--- config.mk ---
export PLATFORM = sky130hd
export DESIGN_NAME = ple_cell
export DESIGN_NICKNAME = d
export VERILOG_FILES = /design/src/hw/rtl/positional_list_engine_top_assert.svh /design/src/hw/rtl/ple_pkg.sv /design/src/hw/rtl/ple_cell.sv
export SDC_FILE = /design/constraint.sdc
export NUM_CORES = 1
export LEC_CHECK = 0
export ABC_AREA = 1
export BUFFER_PORTS_ARGS = -buffer_cell sky130_fd_sc_hd__buf_4
export CELL_PAD_IN_SITES_DETAIL_PLACEMENT = 0
export CELL_PAD_IN_SITES_GLOBAL_PLACEMENT = 1
export CORE_MARGIN = 2
export CORE_UTILIZATION = 23
export CTS_CLUSTER_DIAMETER = 30
export DETAILED_ROUTE_END_ITERATION = 7
export PLACE_DENSITY = 0.88
export SYNTH_ARGS = -nofsm -noshare
export SYNTH_HDL_FRONTEND = slang
export SYNTH_SLANG_ARGS = --single-unit
--- constraint.sdc ---
create_clock -name i_clk -period 1.5 [get_ports i_clk]
set_clock_uncertainty 0.05 [all_clocks]
set_input_delay 0.15 -clock i_clk [delete_from_list [all_inputs] [get_ports i_clk]]
set_output_delay 0.15 -clock i_clk [all_outputs]
set_load 0.02 [all_outputs]
--- src/hw/rtl/positional_list_engine_top_assert.svh ---
// Assertion macros for the positional list engine top level.
// Depends on nothing; the including module supplies i_clk and i_rst_n.
`ifndef POSITIONAL_LIST_ENGINE_TOP_ASSERT_SVH
`define POSITIONAL_LIST_ENGINE_TOP_ASSERT_SVH

// same-cycle implication
`define PLE_ASSERT_SAME(lbl, ante, cons, msg) \
    lbl: assert property (@(posedge i_clk) disable iff (!i_rst_n) (ante) |-> (cons)) \
        else $error(msg);

// next-cycle implication
`define PLE_ASSERT_NEXT(lbl, ante, cons, msg) \
    lbl: assert property (@(posedge i_clk) disable iff (!i_rst_n) (ante) |=> (cons)) \
        else $error(msg);

`endif

--- src/hw/rtl/ple_pkg.sv ---
// Shared widths, command and status codes and the cell control struct
// for the positional list engine. No dependencies.
package ple_pkg;

    localparam int DATA_W  = 32;
    localparam int POS_W   = 10;
    localparam int MODE_W  = 3;
    localparam int LEN_W   = 9;
    localparam int ST_W    = 2;
    localparam int GROUP_N = 32;

    localparam logic [MODE_W-1:0] MODE_APPEND    = 3'd0;
    localparam logic [MODE_W-1:0] MODE_READ      = 3'd1;
    localparam logic [MODE_W-1:0] MODE_OVERWRITE = 3'd2;
    localparam logic [MODE_W-1:0] MODE_INSERT    = 3'd3;
    localparam logic [MODE_W-1:0] MODE_REMOVE    = 3'd4;
    localparam logic [MODE_W-1:0] MODE_POP       = 3'd5;

    localparam logic [ST_W-1:0] ST_OK    = 2'd0;
    localparam logic [ST_W-1:0] ST_RANGE = 2'd1;
    localparam logic [ST_W-1:0] ST_FULL  = 2'd2;
    localparam logic [ST_W-1:0] ST_EMPTY = 2'd3;

    typedef struct packed {
        logic load;
        logic up;
        logic down;
        logic sel;
    } t_cell_ctrl;

endpackage

--- src/hw/rtl/ple_cell.sv ---
// One storage cell of the list chain: holds one entry, loads a new value
// or takes its lower or upper neighbour's entry. Depends on ple_pkg.
module ple_cell
    import ple_pkg::*;
(
    input  logic              i_clk,
    input  t_cell_ctrl        i_ctrl,
    input  logic [DATA_W-1:0] i_val,
    input  logic [DATA_W-1:0] i_left,
    input  logic [DATA_W-1:0] i_right,
    output logic [DATA_W-1:0] o_data,
    output logic [DATA_W-1:0] o_tap
);

    logic [DATA_W-1:0] r_data;

    always_ff @(posedge i_clk) begin
        if (i_ctrl.load) begin
            r_data <= i_val;
        end else if (i_ctrl.up) begin
            r_data <= i_left;
        end else if (i_ctrl.down) begin
            r_data <= i_right;
        end
    end

    assign o_data = r_data;
    assign o_tap  = i_ctrl.sel ? r_data : '0;

endmodule

==> metrics <==
outcome=finished, final reports clean; Hold WS=91.1 ps; vias in the first global route=2,268; Pwr Total=2770 uW; largest net degree at the start of global routing=33; diode count=0; slowest stage delay, CP=around 460 ps; MaxCap Viol Count=0; CTS root buffer=clkbuf_8; highest metal used=met4; worst vdd ir=between 0.0003 and 0.0004 V; TNS Setup=0 ps; ANT nets after route=0; H-tree depth=2; core area=about 9300 um^2; placed cell area=3550 um^2; number of post-CTS setup repair buffers=0; fin crit share=about four fifths; CTS sink cnt=32; Post-synth EDFFs=32; Sequential Area=about 960 um^2; vias post-DR=2,444; CP Buf/Inv Count=2; Hold-fix buffers, CTS=0; Avg Cell Area, Syn=approximately 6.5 um^2; Starting DRT DRC Count=just under 90; Crit path required time=~1300 ps; Nets=601; Clock Pin Slew Worst Setup and Hold Paths=70 ps; GRT Residual Overflow=0; GP Congestion=between 0.7 and 0.8; Max Slew Vio Count=0; cell area after synthesis=between 2000 and 2500 um^2; Leak=0.00229 uW; Max Clk Rate=between 800 and 900 MHz; CTS tree=yes; crit path cell chain=nand2_1, inv_1, buf_4; count leader, synth=nand2_1; Synth cell types=9; synth top area cells=edfxtp_1, nand2_1, inv_1; Relative slew margins=75.3%; first-pass GRT wire length=about 11 mm; Critical Path AT=about 1000 ps; initial core utilization=a little under a quarter; Horiz. Die Dim=102 um; Worst setup EP type=primary output; top-area cell type share of the netlist area=43.1%; fillcell total=roughly 1,000; Synthesized Nets=approximately 440; Post-Syn Instances=~340; PD cells=roughly 760 nW/um^2; Die Y=between 100 and 150 um; footprint of the multi-input gates=approximately 770 um^2; family with the most delay on the worst path=flip-flops; synthesized flop and latch total=32; Crit Path Max Fanout=2; slew of the pin with the lowest slew margin=about 370 ps; # rows=35; Final min period=roughly 1200 ps; CTS Buffer Depth=2; Crit-path slowest cell=edfxtp_1; leading area contributor after synthesis=edfxtp_1; routed length per placed instance=12.3 um; asr flop ratio synth=0%; layout cells sized above 1=35.5%; dpl hpwl=just under 6 mm; number of buffers created by CTS=5; Top FF cell, synth=edfxtp_1; initial antenna violation count=0; CP Launch Type=flop; sequential area share after synthesis=between 40% and 50%; commonest cells in the netlist=nand2_1, inv_1, edfxtp_1, nand3_1, buf_4; io pins=approximately 170; drt total wl=7.68 mm; Hold Vio Cnt, Final=0; die area=about 10,000 um^2; number of flip-flops in the largest register=32; WL met2=roughly 4.2 mm; Buffers on Ports=about 160; RSZ-0062 raised after global routing=false; worst hold path type=in2reg; met3 wire len=between 400 and 500 um; router iterations before antenna repair=4; Remaining DRCs=0; Vias per Instance=around 3.9; GRT Total Usage=between 10% and 20%; crit path kind=reg2out; Area Growth Syn to Fin=62.2%; CTS resizes=0; WL met1=around 3 mm; cell area after layout=about 3600 um^2; Setup violations, final=0; synthesis warning total=0
routing by layer:
layer  track usage, %  up-vias
met5                0        -
met4             4.00        0
met3             2.87        4
met2             26.4       79
met1             16.4     1074
li1                 -     1287
placed cells by master, fill, tap and decap left out:
cell,instances
nand2_1,160
inv_1,96
clkbuf_8,5
inv_4,2
nand3_1,32
nor2_1,1
buf_12,1
buf_4,168
edfxtp_1,32
nand2_2,1
final timing paths:
path                                 start                   end  cells after the start
worst min-delay path             i_val[24]  o_data[24]$_DFFE_PP_                      3
worst max-delay path  o_data[24]$_DFFE_PP_             o_tap[24]                      3
cell families (layout without fill, tap and decap cells):
family                 Yosys count  count (layout)  synth area share (%)
buffers and inverters          115             272                  22.4
and+or+nand+nor                194             194                  34.5
DFF                             32              32                  43.1
stage by stage:
step	utilization, %	cells	worst slack (ps)
floorplan	-	341	199
global placement	38.0	622	291
detailed placement	38.0	622	260
CTS	38.8	627	276
global route	38.8	627	246
finish	38.8	627	284
report_power, final:
group          internal (uW)  total (uW)  switching, uW
Sequential              1110        1180           70.1
Clock                    299         585            287
Combinational            474        1000            526
cell type report:
cell class | instances | area share (%)
Timing Repair Buffer | 169 | 35.4
Sequential cell | 32 | 26.6
Multi-Input combinational cell | 194 | 21.3
Inverter | 98 | 10.3
Tap cell | 129 | 4.46
Clock buffer | 5 | 1.90
Power figures use the tool's default switching activity.
